--- src/design/cwc_pkg.sv ---
`timescale 1ns / 1ps

package cwc_pkg;

  // saturation limit of the emitted byte count
  localparam longint unsigned LENGTH_MAX_DEF = 64'd65535;
  // bursts buffered between classifier and serializer
  localparam int unsigned QUEUE_DEPTH_DEF = 4;

  localparam logic [7:0] CH_SLASH = 8'h2F;
  localparam logic [7:0] CH_STAR  = 8'h2A;
  localparam logic [7:0] CH_QUOTE = 8'h22;
  localparam logic [7:0] CH_LF    = 8'h0A;
  localparam logic [7:0] CH_CR    = 8'h0D;
  localparam logic [7:0] CH_TAB   = 8'h09;
  localparam logic [7:0] CH_SPACE = 8'h20;
  localparam logic [7:0] CH_NUL   = 8'h00;

  typedef enum logic [2:0] {
    MODE_NORMAL = 3'd0,
    MODE_SLASH  = 3'd1,
    MODE_LINE   = 3'd2,
    MODE_BLOCK  = 3'd3,
    MODE_BSTAR  = 3'd4,
    MODE_STRING = 3'd5
  } scan_mode_e;

  // results caused by one text byte: n_bytes characters, then the terminator if term
  typedef struct packed {
    logic [1:0]      n_bytes;
    logic [2:0][7:0] bytes;
    logic            term;
    logic [15:0]     length;
  } burst_t;

endpackage

--- src/design/cwc_front.sv ---
`timescale 1ns / 1ps

module cwc_front import cwc_pkg::*; #(
  parameter longint unsigned LENGTH_MAX = LENGTH_MAX_DEF
) (
  input  logic       clk_i,
  input  logic       rst_ni,
  input  logic       accept_i,
  input  logic [7:0] text_byte_i,
  input  logic       end_of_input_i,
  output logic       push_o,
  output burst_t     burst_o
);

  localparam int unsigned CNT_W = $clog2(64'(LENGTH_MAX) + 64'd1);

  scan_mode_e       mode_q, mode_d;
  logic             pnl_q, pnl_d;
  logic             psp_q, psp_d;
  logic [CNT_W-1:0] cnt_q, cnt_d;

  logic [1:0]       nb;
  logic [2:0][7:0]  b;
  logic [CNT_W:0]   sum;
  logic [CNT_W-1:0] cnt_sat;
  logic [7:0]       c;

  assign c = text_byte_i;

  always_comb begin
    mode_d = mode_q;
    pnl_d  = pnl_q;
    psp_d  = psp_q;
    nb     = 2'd0;
    b      = '0;

    if (c != CH_NUL) begin
      case (mode_q)
        MODE_SLASH: begin
          if (c == CH_SLASH) begin
            mode_d = MODE_LINE;
          end else if (c == CH_STAR) begin
            mode_d = MODE_BSTAR;
          end else begin
            mode_d = MODE_NORMAL;
            // held slash goes out as a token
            if (pnl_q) begin
              b[nb] = CH_LF;
              nb = nb + 2'd1;
            end else if (psp_q) begin
              b[nb] = CH_SPACE;
              nb = nb + 2'd1;
            end
            pnl_d = 1'b0;
            psp_d = 1'b0;
            b[nb] = CH_SLASH;
            nb = nb + 2'd1;
            if (c == CH_LF || c == CH_CR) begin
              pnl_d = 1'b1;
            end else if (c == CH_SPACE || c == CH_TAB) begin
              psp_d = 1'b1;
            end else begin
              b[nb] = c;
              nb = nb + 2'd1;
              if (c == CH_QUOTE) mode_d = MODE_STRING;
            end
          end
        end
        MODE_LINE: begin
          if (c == CH_LF) begin
            mode_d = MODE_NORMAL;
            pnl_d  = 1'b1;
          end
        end
        MODE_BLOCK: begin
          if (c == CH_STAR) mode_d = MODE_BSTAR;
        end
        MODE_BSTAR: begin
          if (c == CH_SLASH) mode_d = MODE_NORMAL;
          else if (c != CH_STAR) mode_d = MODE_BLOCK;
        end
        MODE_STRING: begin
          b[nb] = c;
          nb = nb + 2'd1;
          if (c == CH_QUOTE) mode_d = MODE_NORMAL;
        end
        default: begin
          mode_d = MODE_NORMAL;
          if (c == CH_SLASH) begin
            mode_d = MODE_SLASH;
          end else if (c == CH_LF || c == CH_CR) begin
            pnl_d = 1'b1;
          end else if (c == CH_SPACE || c == CH_TAB) begin
            psp_d = 1'b1;
          end else begin
            if (pnl_q) begin
              b[nb] = CH_LF;
              nb = nb + 2'd1;
            end else if (psp_q) begin
              b[nb] = CH_SPACE;
              nb = nb + 2'd1;
            end
            pnl_d = 1'b0;
            psp_d = 1'b0;
            b[nb] = c;
            nb = nb + 2'd1;
            if (c == CH_QUOTE) mode_d = MODE_STRING;
          end
        end
      endcase
    end

    // end of text flushes a held slash
    if (end_of_input_i && mode_d == MODE_SLASH) begin
      if (pnl_d) begin
        b[nb] = CH_LF;
        nb = nb + 2'd1;
      end else if (psp_d) begin
        b[nb] = CH_SPACE;
        nb = nb + 2'd1;
      end
      b[nb] = CH_SLASH;
      nb = nb + 2'd1;
    end

    sum = {1'b0, cnt_q} + (CNT_W+1)'(nb);
    if (sum > (CNT_W+1)'(LENGTH_MAX)) cnt_sat = CNT_W'(LENGTH_MAX);
    else cnt_sat = sum[CNT_W-1:0];
    cnt_d = cnt_sat;

    if (end_of_input_i) begin
      mode_d = MODE_NORMAL;
      pnl_d  = 1'b0;
      psp_d  = 1'b0;
      cnt_d  = '0;
    end
  end

  always_comb begin
    burst_o.n_bytes = nb;
    burst_o.bytes   = b;
    burst_o.term    = end_of_input_i;
    burst_o.length  = (64'(cnt_sat) > 64'd65535) ? 16'hFFFF : 16'(cnt_sat);
    push_o          = accept_i && (nb != 2'd0 || end_of_input_i);
  end

  always_ff @(posedge clk_i or negedge rst_ni) begin
    if (!rst_ni) begin
      mode_q <= MODE_NORMAL;
      pnl_q  <= 1'b0;
      psp_q  <= 1'b0;
      cnt_q  <= '0;
    end else if (accept_i) begin
      mode_q <= mode_d;
      pnl_q  <= pnl_d;
      psp_q  <= psp_d;
      cnt_q  <= cnt_d;
    end
  end

endmodule

--- src/design/cwc_queue.sv ---
`timescale 1ns / 1ps

module cwc_queue import cwc_pkg::*; #(
  parameter int unsigned DEPTH = QUEUE_DEPTH_DEF
) (
  input  logic   clk_i,
  input  logic   rst_ni,
  input  logic   push_i,
  input  burst_t burst_i,
  output logic   full_o,
  input  logic   pop_i,
  output logic   valid_o,
  output burst_t head_o
);

  localparam int unsigned PTR_W = (DEPTH > 1) ? $clog2(DEPTH) : 1;
  localparam int unsigned CNT_W = $clog2(DEPTH + 1);

  burst_t           mem_q [DEPTH];
  logic [PTR_W-1:0] wr_q, rd_q;
  logic [CNT_W-1:0] cnt_q;
  logic             do_push, do_pop;

  assign full_o  = (cnt_q == CNT_W'(DEPTH));
  assign valid_o = (cnt_q != '0);
  assign head_o  = mem_q[rd_q];
  assign do_push = push_i && !full_o;
  assign do_pop  = pop_i && valid_o;

  always_ff @(posedge clk_i) begin
    if (do_push) mem_q[wr_q] <= burst_i;
  end

  always_ff @(posedge clk_i or negedge rst_ni) begin
    if (!rst_ni) begin
      wr_q  <= '0;
      rd_q  <= '0;
      cnt_q <= '0;
    end else begin
      if (do_push) begin
        wr_q <= (wr_q == PTR_W'(DEPTH - 1)) ? '0 : wr_q + PTR_W'(1);
      end
      if (do_pop) begin
        rd_q <= (rd_q == PTR_W'(DEPTH - 1)) ? '0 : rd_q + PTR_W'(1);
      end
      if (do_push && !do_pop) cnt_q <= cnt_q + CNT_W'(1);
      else if (do_pop && !do_push) cnt_q <= cnt_q - CNT_W'(1);
    end
  end

endmodule

--- src/design/cwc_back.sv ---
`timescale 1ns / 1ps

module cwc_back import cwc_pkg::*; (
  input  logic        clk_i,
  input  logic        rst_ni,
  input  logic        head_valid_i,
  input  burst_t      head_i,
  output logic        pop_o,
  output logic        out_valid_o,
  input  logic        out_ready_i,
  output logic [7:0]  out_byte_o,
  output logic        run_last_o,
  output logic        terminator_o,
  output logic [15:0] total_length_o
);

  logic [1:0] idx_q, idx_d;
  logic [2:0] total;
  logic [1:0] sel;
  logic       is_term, xfer;

  assign total   = {1'b0, head_i.n_bytes} + {2'b00, head_i.term};
  assign is_term = (idx_q >= head_i.n_bytes);
  assign sel     = is_term ? 2'd0 : idx_q;
  assign xfer    = out_valid_o && out_ready_i;

  assign out_valid_o    = head_valid_i;
  assign out_byte_o     = is_term ? CH_NUL : head_i.bytes[sel];
  assign terminator_o   = is_term;
  assign total_length_o = is_term ? head_i.length : 16'd0;
  assign run_last_o     = ({1'b0, idx_q} == total - 3'd1);
  assign pop_o          = xfer && run_last_o;

  always_comb begin
    idx_d = idx_q;
    if (xfer) idx_d = run_last_o ? 2'd0 : idx_q + 2'd1;
  end

  always_ff @(posedge clk_i or negedge rst_ni) begin
    if (!rst_ni) idx_q <= 2'd0;
    else idx_q <= idx_d;
  end

endmodule

--- src/design/comment_whitespace_compactor_core.sv ---
`timescale 1ns / 1ps

// comment and whitespace compactor
// slave stream: one text byte per beat, tlast marks the final byte of a text
// master stream: one compacted character per beat; tlast marks the last beat
//   caused by one input byte, tuser marks the closing zero terminator, which
//   carries the saturated count of emitted bytes in tdata[23:8]
// the front classifies each byte against the scan state and writes the whole
// burst (up to three characters plus the terminator) into a queue, four deep by default;
// the back serializes the queue head one result per beat
// throughput: one input byte per cycle while the queue has room; the output
//   side moves one result per cycle while the receiver is ready, so the back
//   stays on a burst until its last result is taken, at the output port rate
// each accepted burst is registered in the queue before the back sends it
// reset: scan state back to normal text, pending blank and line break and the
//   emitted count cleared, queue empty; each terminator clears all but the queue
// stall: a stalled receiver holds the current beat, the queue fills and then
//   s_axis_tready drops until the back drains an entry
module comment_whitespace_compactor_core import cwc_pkg::*; #(
  parameter longint unsigned LENGTH_MAX  = LENGTH_MAX_DEF,
  parameter int unsigned     QUEUE_DEPTH = QUEUE_DEPTH_DEF
) (
  input  logic        clk_i,
  input  logic        rst_ni,
  input  logic        s_axis_tvalid,
  output logic        s_axis_tready,
  input  logic [7:0]  s_axis_tdata,   // text_byte [7:0]
  input  logic        s_axis_tlast,   // end_of_input
  output logic        m_axis_tvalid,
  input  logic        m_axis_tready,
  output logic [23:0] m_axis_tdata,   // out_byte [7:0], total_length [23:8]
  output logic        m_axis_tlast,   // run_last
  output logic        m_axis_tuser    // terminator
);

  logic        accept;
  logic        push, full, head_valid, pop;
  burst_t      burst, head;
  logic [7:0]  out_byte;
  logic [15:0] total_length;

  // ready does not look at the payload, only at queue room
  assign s_axis_tready = !full;
  assign accept        = s_axis_tvalid && s_axis_tready;

  cwc_front #(
    .LENGTH_MAX(LENGTH_MAX)
  ) u_front (
    .clk_i         (clk_i),
    .rst_ni        (rst_ni),
    .accept_i      (accept),
    .text_byte_i   (s_axis_tdata),
    .end_of_input_i(s_axis_tlast),
    .push_o        (push),
    .burst_o       (burst)
  );

  cwc_queue #(
    .DEPTH(QUEUE_DEPTH)
  ) u_queue (
    .clk_i  (clk_i),
    .rst_ni (rst_ni),
    .push_i (push),
    .burst_i(burst),
    .full_o (full),
    .pop_i  (pop),
    .valid_o(head_valid),
    .head_o (head)
  );

  cwc_back u_back (
    .clk_i         (clk_i),
    .rst_ni        (rst_ni),
    .head_valid_i  (head_valid),
    .head_i        (head),
    .pop_o         (pop),
    .out_valid_o   (m_axis_tvalid),
    .out_ready_i   (m_axis_tready),
    .out_byte_o    (out_byte),
    .run_last_o    (m_axis_tlast),
    .terminator_o  (m_axis_tuser),
    .total_length_o(total_length)
  );

  assign m_axis_tdata = {total_length, out_byte};

  // the terminator always closes the run of its input byte
  a_term_last: assert property (@(posedge clk_i) disable iff (!rst_ni)
    (m_axis_tvalid && m_axis_tuser) |-> m_axis_tlast)
    else $error("terminator beat without tlast");

  // the terminator carries a zero character
  a_term_zero: assert property (@(posedge clk_i) disable iff (!rst_ni)
    (m_axis_tvalid && m_axis_tuser) |-> (m_axis_tdata[7:0] == CH_NUL))
    else $error("terminator beat with nonzero character");

  // ordinary characters report no length and are never zero
  a_char_beat: assert property (@(posedge clk_i) disable iff (!rst_ni)
    (m_axis_tvalid && !m_axis_tuser) |->
      (m_axis_tdata[23:8] == 16'd0 && m_axis_tdata[7:0] != CH_NUL))
    else $error("character beat with length or zero character");

endmodule

--- config.mk ---
export PLATFORM = sky130hd
export DESIGN_NAME = comment_whitespace_compactor_core
export DESIGN_NICKNAME = d
export VERILOG_FILES = /design/src/design/cwc_pkg.sv /design/src/design/cwc_front.sv /design/src/design/cwc_queue.sv /design/src/design/cwc_back.sv /design/src/design/comment_whitespace_compactor_core.sv
export SDC_FILE = /design/constraint.sdc
export NUM_CORES = 1
export LEC_CHECK = 0
export BUFFER_PORTS_ARGS = -buffer_cell sky130_fd_sc_hd__buf_2
export CORE_AREA = 2 2 151 116
export DETAILED_ROUTE_END_ITERATION = 16
export DIE_AREA = 0 0 153 118
export PLACE_DENSITY = 0.77
export SLEW_MARGIN = 20
export SYNTH_ARGS = -nofsm -noshare
export SYNTH_HDL_FRONTEND = slang
export SYNTH_SLANG_ARGS = --single-unit
--- constraint.sdc ---
create_clock -name clk_i -period 7.4 [get_ports clk_i]
set_input_delay 1.11 -clock clk_i [delete_from_list [all_inputs] [get_ports clk_i]]
set_output_delay 1.11 -clock clk_i [all_outputs]
set_load 0.05 [all_outputs]
==> results of run 1 <==
## layout make-up
cell class,count,area [µm²],area share [%]
Sequential cell,202,5920,54.9
Multi-Input combinational cell,441,3640,33.7
Clock buffer,24,515,4.78
Tap cell,215,269,2.49
Timing Repair Buffer,49,268,2.48
Inverter,26,97.6,0.905
Clock inverter,11,83.8,0.777
## critical path: stages
cell      delay (ns)
buf_2           0.33
or3b_2          0.55
a211oi_1        0.55
a211oi_1        0.09
a211oi_1        0.51
inv_1           0.18
ha_1            0.36
mux2i_1         0.24
ha_1            0.29
o21ai_0         0.66
ha_1            0.36
a21oi_1         0.21
nor3b_1         0.08
buf_4           0.16
and3_1          0.20
and2_1          0.19
and3_1          0.22
xnor2_1         0.43
nand2_1         0.20
## layer usage
layer / GRT usage (%) / routed length [µm] / up-vias
met5: 0 / 0 / -
met4: 5.44 / 471 / 0
met3: 4.79 / 1880 / 38
met2: 37.7 / 9930 / 294
met1: 38.5 / 9940 / 3138
li1: - / - / 2809
## logic make-up after synthesis
group | after synthesis
DFF | 202
and+or+nand+nor | 186
AOI/OAI and AO/OA | 161
buffers and inverters | 72
muxes | 58
adders and majority gates | 23
xor gates and xnor gates | 13
## where the power goes
part | internal [mW] | leakage (nW) | switching, mW
registers | 1.48 | 2.03 | 0.108
clock network | 0.531 | 0.293 | 0.400
logic | 0.581 | 1.66 | 1.17
total | 2.60 | 3.98 | 1.68
## cells in the mapped netlist, types with 3 or more instances
| cell type | count | share of area [%] |
|---|---|---|
| a211oi_1 | 12 | 0.92 |
| inv_1 | 24 | 0.92 |
| nor3b_1 | 3 | 0.23 |
| xnor2_1 | 9 | 0.80 |
| nand3_1 | 14 | 0.71 |
| nor2_1 | 36 | 1.4 |
| mux4_2 | 43 | 9.8 |
| o21ai_0 | 29 | 1.5 |
| ha_1 | 21 | 2.7 |
| or3_1 | 5 | 0.32 |
| edfxtp_1 | 172 | 52 |
| mux2i_1 | 8 | 0.81 |
| xor2_1 | 4 | 0.36 |
| buf_1 | 5 | 0.19 |
| and2_1 | 27 | 1.7 |
| nor2b_1 | 5 | 0.32 |
| a31oi_1 | 16 | 1.0 |
| nand2_1 | 42 | 1.6 |
| o22a_1 | 10 | 0.89 |
| nand4_1 | 5 | 0.32 |
| o2bb2ai_1 | 3 | 0.27 |
| buf_2 | 8 | 0.41 |
| o22ai_1 | 6 | 0.38 |
| a21o_1 | 5 | 0.38 |
| o21a_1 | 3 | 0.23 |
| mux2_2 | 5 | 0.57 |
| nand3b_1 | 3 | 0.23 |
| and3_1 | 12 | 0.76 |
| nand2b_1 | 8 | 0.51 |
| or3b_2 | 3 | 0.27 |
| or2_2 | 5 | 0.32 |
| a21oi_1 | 45 | 2.3 |
| clkbuf_1 | 29 | 1.1 |
| dfrtp_1 | 30 | 7.6 |
| o211ai_1 | 3 | 0.23 |
| nor3_1 | 6 | 0.31 |
## metrics by stage
stage,hold WS (ns),cells
after floorplan,0.455,715
after global placement,0.474,933
after detailed placement,0.508,933
after CTS,0.514,968
after global routing,0.518,968
final,0.511,968
## final timing paths
| check | from | endpoint | slack, ns | depth (start not counted) |
|---|---|---|---|---|
| worst max-delay path | s_axis_tdata[1] | u_queue.mem_q[1][11] | 0.64 | 19 |
| worst min register to register | u_queue.cnt_q[2] | u_queue.cnt_q[2] | 0.51 | 1 |
| min in group asynchronous | rst_ni | u_queue.rd_q[0] | 0.68 | 1 |
| worst max register to register | u_front.mode_q[0] | u_queue.mem_q[1][11] | 1.04 | 18 |
| max in group asynchronous | rst_ni | u_queue.rd_q[1] | 6.18 | 1 |
| worst min-delay path | u_queue.cnt_q[2] | u_queue.cnt_q[2] | 0.51 | 1 |
## sequential cells by signal, summed over array words and instances, names as in the netlist
register,flops
u_queue.mem_q,172
u_front.cnt_q,16
u_front.mode_q,3
u_queue.cnt_q,3
u_back.idx_q,2
u_queue.rd_q,2
u_queue.wr_q,2
u_front.pnl_q,1
u_front.psp_q,1
## placed cells by master, fill, tap and decap left out, drive strengths merged, types with 9 or more instances in the layout
cell    synthesis  final
nand3          14     14
clkbuf         31     24
nor2           36     36
clkinv          1     11
inv            25     25
buf            15     49
dfrtp          30     30
nand2          43     43
ha             21     21
and2           29     29
and3           13     13
a31oi          17     17
mux4           43     43
a211oi         13     13
o22a           10     10
o21ai          30     30
a21oi          45     45
xnor2           9      9
edfxtp        172    172
==> impl_results.md, run 1 <==
* Num CTS Buffers at 20
* Post-Synth Adder-Cell Area at 3.08%
* Final-report setup violation count at 0
* Antenna diodes at 0
* Number of synthesized flops with an enable pin at ~170
* Seq/Total Area, Yosys at 60.1%
* P per Cell Area at 396 nW/µm²
* IO buf count at 40
* Site row count at 41
* Status: finished, final reports clean
* Hold buffers post-CTS at 0
* Ports at 41
* Fraction of layout cells with a size suffix above 1 at 19.9%
* CP endpoint kind: flip-flop
* Crit Path Max Fanout at 20
* Mean Syn Cell Area at 13.8 µm²
* Fmax at between 100 and 150 MHz
* Largest net degree at the start of global routing at 44
* Nets at 776
* Total iterations of the first detailed-routing run at 5
* Simple-gate share of the synthesized area at ~10%
* Drt drc at 0
* Total power at ~4.3 mW
* Peak supply drop at 0.292 mV
* Class of the most critical setup path: input port to flip-flop
* Clock sink total at 202
* Design area at 10800 µm²
* DRT iter0 DRCs at 675
* Final Core Density at 65.1%
* Syn Nets at 751
* Rel. slew slack at 33.1%
* Crit path DAT at 6.93 ns
* Leak at 3.98 nW
* Clock Skews at 0.0189 ns
* Crit path time final at 6.76 ns
* Worst Hold Class: flip-flop to flip-flop
* Fin crit share at 91.4%
* Resized Gates After CTS at 0
* Final wirelength at 22200 µm
* Initial Util at between 50% and 60%
* Die width at 153 µm
* Fill cells at 1153
* Die ar. at 18100 µm²
* Initial antenna violation count at 0
* RSZ-0062 raised after global routing: no
* Commonest register cell after synthesis: edfxtp_1
* Compound-Gate Fraction of Synth Area at 11.0%
* Clk buf depth at 3
* Area Growth Syn to Fin at 9.60%
* Pre-CTS WS at 0.284 ns
* Post-Syn Instances at 715
* Final Hold Fails at 0
* Total track usage at 25.0%
* Post-synthesis xor/xnor area fraction at 1.16%
* GRT overflow at 0
* Core area at approximately 17000 µm²
* Post-synthesis mux area share at a little under an eighth
* Slew @ Worst Pin at 1.00 ns
* Main combinational cell family by area after synthesis: multiplexers
* Yosys reg bits at 202
* Post-route setup slack at approximately 0.64 ns
* HPWL after DPL at 14800 µm
* Netlist cell types at 76
* Global placement routability congestion at roughly 0.93
* Vias in the first global route at between 6k and 7k
* Post-synthesis cell area at slightly below 10000 µm²
* CTS tree: done
* Cell Area, Placed at 10200 µm²
* Maxcap violations at 0
* Crit start category: input port
* DR WL/cell at 23.0 µm
* First-pass GRT wire length at around 35000 µm
* Post-route ant nets at 0
* Max-slew violation count at 0
* CP required at 7.57 ns
* Clock Pin Slew Worst Setup and Hold Paths at 0.06 ns
* Yosys warns at 0
* Vert. Die Dim at 118 µm
* Synth async-reset ratio at 14.9%
* Root Buffer: clkbuf_16
* Postcts setup bufs at 0
* Vias/cell at 6.49
* CTS H-tree lvls at 1
* Clk_lat worst skew at 0.50 ns
* Setup TNS at 0 ns
* Vias at roughly 6.3k
(Power assumes the default switching activity.)
==> run 2, diff against run 1 <==
--- a/config.mk
+++ b/config.mk
@@ -10,6 +10,7 @@
 export DETAILED_ROUTE_END_ITERATION = 16
 export DIE_AREA = 0 0 153 118
 export PLACE_DENSITY = 0.77
+export REMOVE_ABC_BUFFERS = 1
 export SLEW_MARGIN = 20
 export SYNTH_ARGS = -nofsm -noshare
 export SYNTH_HDL_FRONTEND = slang
==> run 2 against run 1 <==
  * Sequential share of layout area about the same
  * Highest routed layer unchanged
  * Largest power group unchanged
  * Via count shrank 0.33%
  * Sequential power barely moved
  * Worst setup slack improved by 0.17 ns
  * Wire length is 4.6% lower
  * Clock power fell by 0.9%
  * Die area unchanged
  * Cell count up 0.10%
  * First-iteration DRC count up 3.1%
  * Critical path depth did not move
==> impl_results.md, run 2 (synthesis results as in run 1) <==
* Initial antenna violation count at 0
* Clock Skews at about 0.0096 ns
* CP max stage cell: or3_1
* Sequential cell area at 5920 µm²
* Biggest register: u_queue.mem_q
* Clock share of power at 21.8%
* P per Cell Area at a little under 400 nW/µm²
* Hold buffers post-CTS at 0
* Vert. Die Dim at 118 µm
* Vias in the first global route at a little over 6k
* Root Buffer: clkbuf_16
* Total track usage at a little under a quarter
* Fin crit share at approximately 89%
* Peak supply drop at 0.191 mV
* HPWL after DPL at between 10000 and 15000 µm
* Clock sink total at between 200 and 250
* Design area at 10800 µm²
* Class of the most critical setup path: input port to flip-flop
* Switch share at 39.2%
* CP required at approximately 7.6 ns
* Largest net degree at the start of global routing at 44
* Num CTS Buffers at 20
* Clock Pin Slew Worst Setup and Hold Paths at 0.06 ns
* Worst Hold Class: flip-flop to flip-flop
* Resized Gates After CTS at 0
* Fill cells at ~1.2k
* Die width at 153 µm
* Global placement routability congestion at 0.928
* Final wirelength at roughly 21000 µm
* Number of flip-flops in the largest register at 172
* DR WL/cell at 21.9 µm
* IO buf count at 40
* Commonest non-fill, non-tap cell in the layout: edfxtp_1
* Critical path cell sequence: buf_2 > and3b_1 > o211ai_1 > inv_1 > ha_1 > nor2_1 > a211oi_1 > a211oi_1 > inv_1 > ha_1 > mux2i_1 > ha_1 > o21a_1 > fa_1 > and4b_1 > and3_1 > nand3_1 > or3_1 > o21ai_0
* Total iterations of the first detailed-routing run at 5
* Post-route ant nets at 0
* CTS H-tree lvls at 1
* Ports at just over 40
* Site row count at 41
* Largest stage delay, worst path at a little under 0.8 ns
* Initial Util at 59.4%
* CTS tree: done
* DRT iter0 DRCs at 696
* Vias at 6258
* Nets at 776
* Crit Path Max Fanout at 30
* Crit path DAT at 6.82 ns
* Postcts setup bufs at 0
* Final Hold Fails at 0
* Max-slew violation count at 0
* Slew @ Worst Pin at 0.909 ns
* Crit-path most repeated cell: ha_1
* Crit path time final at 6.59 ns
* Crit start category: input port
* Largest regs: u_queue.mem_q (172), u_front.cnt_q (16)
* Reg power frac at 38.1%
* Leak at about 4 nW
* Vias/cell at 6.46
* Clk buf depth at 3
* Net load switching power at 1.66 mW
* GRT overflow at 0
* Clk_lat worst skew at 0.50 ns
* Core area at 16600 µm²
* Area Growth Syn to Fin at 9.51%
* Status: finished, final reports clean
* Final-report setup violation count at 0
* Most frequent cells in the layout: edfxtp_1 (172), a21oi_1 (45), mux4_2 (43)
* Drt drc at 0
* Multi-input gate area at 3640 µm²
* RSZ-0062 raised after global routing: no
* Antenna diodes at 0
* CP endpoint kind: flip-flop
* Rel. slew slack at 39.4%
* Fmax at ~150 MHz
* Fraction of layout cells with a size suffix above 1 at around a fifth
* Cell Area, Placed at 10200 µm²
* Comb pwr share at 40.2%
* Setup TNS at 0 ns
* First-pass GRT wire length at 34200 µm
* Maxcap violations at 0
* Internal power at 2.58 mW
* Die ar. at 18100 µm²
==> run 2: changes by cell type in the layout (fill, tap and decap cells not counted) <==
cell,change
clkinv_2,-1
clkinv_1,-1
clkinv_4,+1
clkbuf_8,+1
clkbuf_1,+2
bufinv_16,-1
==> run 2: path summary, 6_finish.rpt <==
check	cells after the start	from	to	slack, ns
worst max-delay path	19	s_axis_tdata[5]	u_queue.mem_q[3][4]	0.81
max in group asynchronous	1	rst_ni	u_queue.rd_q[1]	6.23
worst min register to register	1	u_queue.cnt_q[2]	u_queue.cnt_q[2]	0.50
worst min-delay path	1	u_queue.cnt_q[2]	u_queue.cnt_q[2]	0.50
worst max register to register	15	u_front.mode_q[0]	u_queue.mem_q[3][4]	1.22
min in group asynchronous	1	rst_ni	u_back.idx_q[1]	0.66
==> run 2: area by class of cell <==
class                      instances  share of cell area (%)
clock buffer                      27                    4.98
inverter                          26                   0.905
timing repair buffer              49                    2.48
multi-input combinational        441                    33.7
tap                              215                    2.50
clock inverter                     9                   0.499
sequential                       202                    54.9
==> run 2: through the flow <==
step	instances	worst slack, ns	hold slack, ns	power (mW)	utilization [%]
5_1_grt	969	0.339	0.535	4.43	65.1
3_5_place_dp	933	0.455	0.494	3.35	61.5
3_3_place_gp	933	0.759	0.476	3.28	61.5
6_report	969	0.811	0.502	4.24	65.1
2_1_floorplan	669	0.885	0.455	2.92	-
4_1_cts	969	0.933	0.502	4.27	65.1
==> run 2: worst max-delay path: cells and delay by family <==
family	cells	cell delay, ns
AND/OR/NAND/NOR	6	1.92
AO/OA/AOI/OAI	5	1.59
adder cells (fa/ha/maj)	4	1.35
buffers and inverters	3	0.61
multiplexers	1	0.23
==> run 2: power groups by stage <==
stage	sequential, mW	clock, mW	combinational [mW]
6_report	1.61	0.923	1.70
5_1_grt	1.64	0.978	1.82
4_1_cts	1.62	0.932	1.72
3_5_place_dp	1.64	0	1.71
3_3_place_gp	1.62	0	1.66
2_1_floorplan	1.63	0	1.29
==> run 2: routing by layer <==
| metal | routed length [µm] | track usage, % | vias up |
|---|---|---|---|
| li1 | - | - | 2802 |
| met1 | 9380 | 36.3 | 3150 |
| met2 | 9750 | 37.1 | 277 |
| met3 | 1760 | 4.31 | 29 |
| met4 | 306 | 4.69 | 0 |
| met5 | 0 | 0 | - |
==> run 3, diff against run 2 <==
--- a/config.mk
+++ b/config.mk
@@ -9,7 +9,7 @@
 export CORE_AREA = 2 2 151 116
 export DETAILED_ROUTE_END_ITERATION = 16
 export DIE_AREA = 0 0 153 118
-export PLACE_DENSITY = 0.77
+export PLACE_DENSITY = 0.75
 export REMOVE_ABC_BUFFERS = 1
 export SLEW_MARGIN = 20
 export SYNTH_ARGS = -nofsm -noshare
==> run 3 against run 2 <==
  * Combinational power hardly changed
  * Critical endpoint is now u_queue.mem_q[0][5]
  * Cell count decreased by 0.10%
  * Register-to-register slack about the same
  * Total power is 3.9% higher
  * Critical path depth is the same
  * Global-route usage is 0.98 points higher
  * Worst hold slack worse by 0.0015 ns
  * Maximum frequency is 2.2% lower
  * Sequential share of layout area shrank 0.52 points
  * Design area increased by 0.95%
  * Die area unchanged
  * Wire length grew 3.1%
==> impl_results.md, run 3 (synthesis results as in run 1) <==
* DR WL/cell at between 20 and 25 µm
* Largest net degree at the start of global routing at 44
* Largest stage delay, worst path at about 0.78 ns
* Post-route setup slack at 0.666 ns
* Leak at about 4 nW
* CP required at 7.64 ns
* Hold_ws at approximately 0.50 ns
* Post-route ant nets at 0
* IO buf count at 40
* Nets at 775
* Clk buf depth at 3
* Crit path DAT at 6.97 ns
* Pre-CTS WS at roughly 0.3 ns
* Postcts setup bufs at 0
* Area Growth Syn to Fin at 10.5%
* CP endpoint kind: flip-flop
* Initial Util at about three fifths
* Crit path time final at ~6.7 ns
* Status: finished, final reports clean
* Setup TNS at 0 ns
* CP max stage cell: or3_1
* Worst Hold Class: flip-flop to flip-flop
* Initial antenna violation count at 0
* Peak supply drop at between 0.2 and 0.3 mV
* Final-report setup violation count at 0
* Rel. slew slack at 37.3%
* CTS tree: done
* Hold buffers post-CTS at 0
* Resized Gates After CTS at 0
* Number of flip-flops in the largest register at 172
* Site row count at a little over 40
* Clock Pin Slew Worst Setup and Hold Paths at 0.07 ns
* Multi-input gate area at 3640 µm²
* Root Buffer: clkbuf_16
* Crit Path Max Fanout at 30
* Clock sink total at a little over 200
* Final wirelength at 21800 µm
* RSZ-0062 raised after global routing: no
* Vias/cell at 6.48
* First-pass GRT wire length at 35300 µm
* Total power at about 4.4 mW
* CTS H-tree lvls at 1
* Num CTS Buffers at 20
* Commonest non-fill, non-tap cell in the layout: edfxtp_1
* Vias at 6268
* Fin crit share at 91.0%
* Maxcap violations at 0
* Crit start category: input port
* Total iterations of the first detailed-routing run at 5
* Crit-path most repeated cell: ha_1
* Slew @ Worst Pin at approximately 0.94 ns
* Critical path cell sequence: buf_2 > and3b_1 > o211ai_1 > inv_1 > ha_1 > nor2_1 > a211oi_1 > a211oi_1 > inv_1 > ha_1 > mux2i_1 > ha_1 > o21a_1 > fa_1 > and4b_1 > and3_1 > nand3_1 > or3_1 > o21ai_0
* HPWL after DPL at approximately 14000 µm
* Antenna diodes at 0
* Sequential cell area at 5920 µm²
* Die width at between 150 and 200 µm
* Class of the most critical setup path: input port to flip-flop
* P per Cell Area at 405 nW/µm²
* Most frequent cells in the layout: edfxtp_1 (172), a21oi_1 (45), mux4_2 (43)
* Core area at 16600 µm²
* DRT iter0 DRCs at ~650
* Fill cells at about 1.2k
* Final Hold Fails at 0
* Clk_lat worst skew at 0.50 ns
* Vert. Die Dim at between 100 and 150 µm
* GRT overflow at 0
* Total track usage at 24.9%
* Fmax at roughly 150 MHz
* Ports at 41
* Largest regs: u_queue.mem_q (172), u_front.cnt_q (16)
* Drt drc at 0
* Biggest register: u_queue.mem_q
* Clock Skews at 0.0109 ns
* Global placement routability congestion at 0.988
* Max-slew violation count at 0
* Vias in the first global route at slightly above 6k
* Die ar. at 18100 µm²
* Fraction of layout cells with a size suffix above 1 at a little over a fifth
==> run 3: stage by stage <==
step	area [µm²]	cells	util, %
finish	10900	968	65.7
global route	10900	968	65.7
CTS	10900	968	65.7
detailed placement	10200	932	61.5
global placement	10200	932	61.5
floorplan	9650	669	-
==> run 3: cell type report <==
class,count,share of cell area [%]
clock buffers,21,4.63
clock inverters,15,1.81
inverters,26,0.897
multi-input cells,441,33.4
flip-flops and latches,202,54.4
well taps,215,2.47
repair buffers,48,2.39
==> run 3: per-layer routing <==
layer  up-vias  global-route usage, %  share of wire [%]
met5         -                      0                  0
met1      3163                   37.6                 44
met4         0                   4.22                1.2
met2       270                   38.4                 45
li1       2809                      -                  -
met3        26                   5.45                9.4
==> run 3: worst paths after layout <==
path                              startpoint             endpoint  slack (ns)  depth (start not counted)
min in group asynchronous             rst_ni      u_back.idx_q[1]        0.66                          1
min reg2reg                 u_queue.cnt_q[2]     u_queue.cnt_q[2]        0.50                          1
max reg2reg                u_front.mode_q[0]  u_queue.mem_q[0][5]        1.22                         15
max in group asynchronous             rst_ni      u_queue.rd_q[0]        6.22                          1
max                          s_axis_tdata[5]  u_queue.mem_q[0][5]        0.67                         19
min                         u_queue.cnt_q[2]     u_queue.cnt_q[2]        0.50                          1
==> run 3: power by group <==
part	internal [mW]	switching, mW	total [mW]
registers	1.48	0.126	1.61
logic	0.583	1.14	1.72
clock network	0.642	0.437	1.08
total	2.71	1.70	4.41
==> run 3: critical path: cells and delay by family <==
kind | cells | cell delay [ns]
buffers and inverters | 3 | 0.63
muxes | 1 | 0.21
and+or+nand+nor | 6 | 1.92
AOI/OAI and AO/OA | 5 | 1.74
adders and majority gates | 4 | 1.36
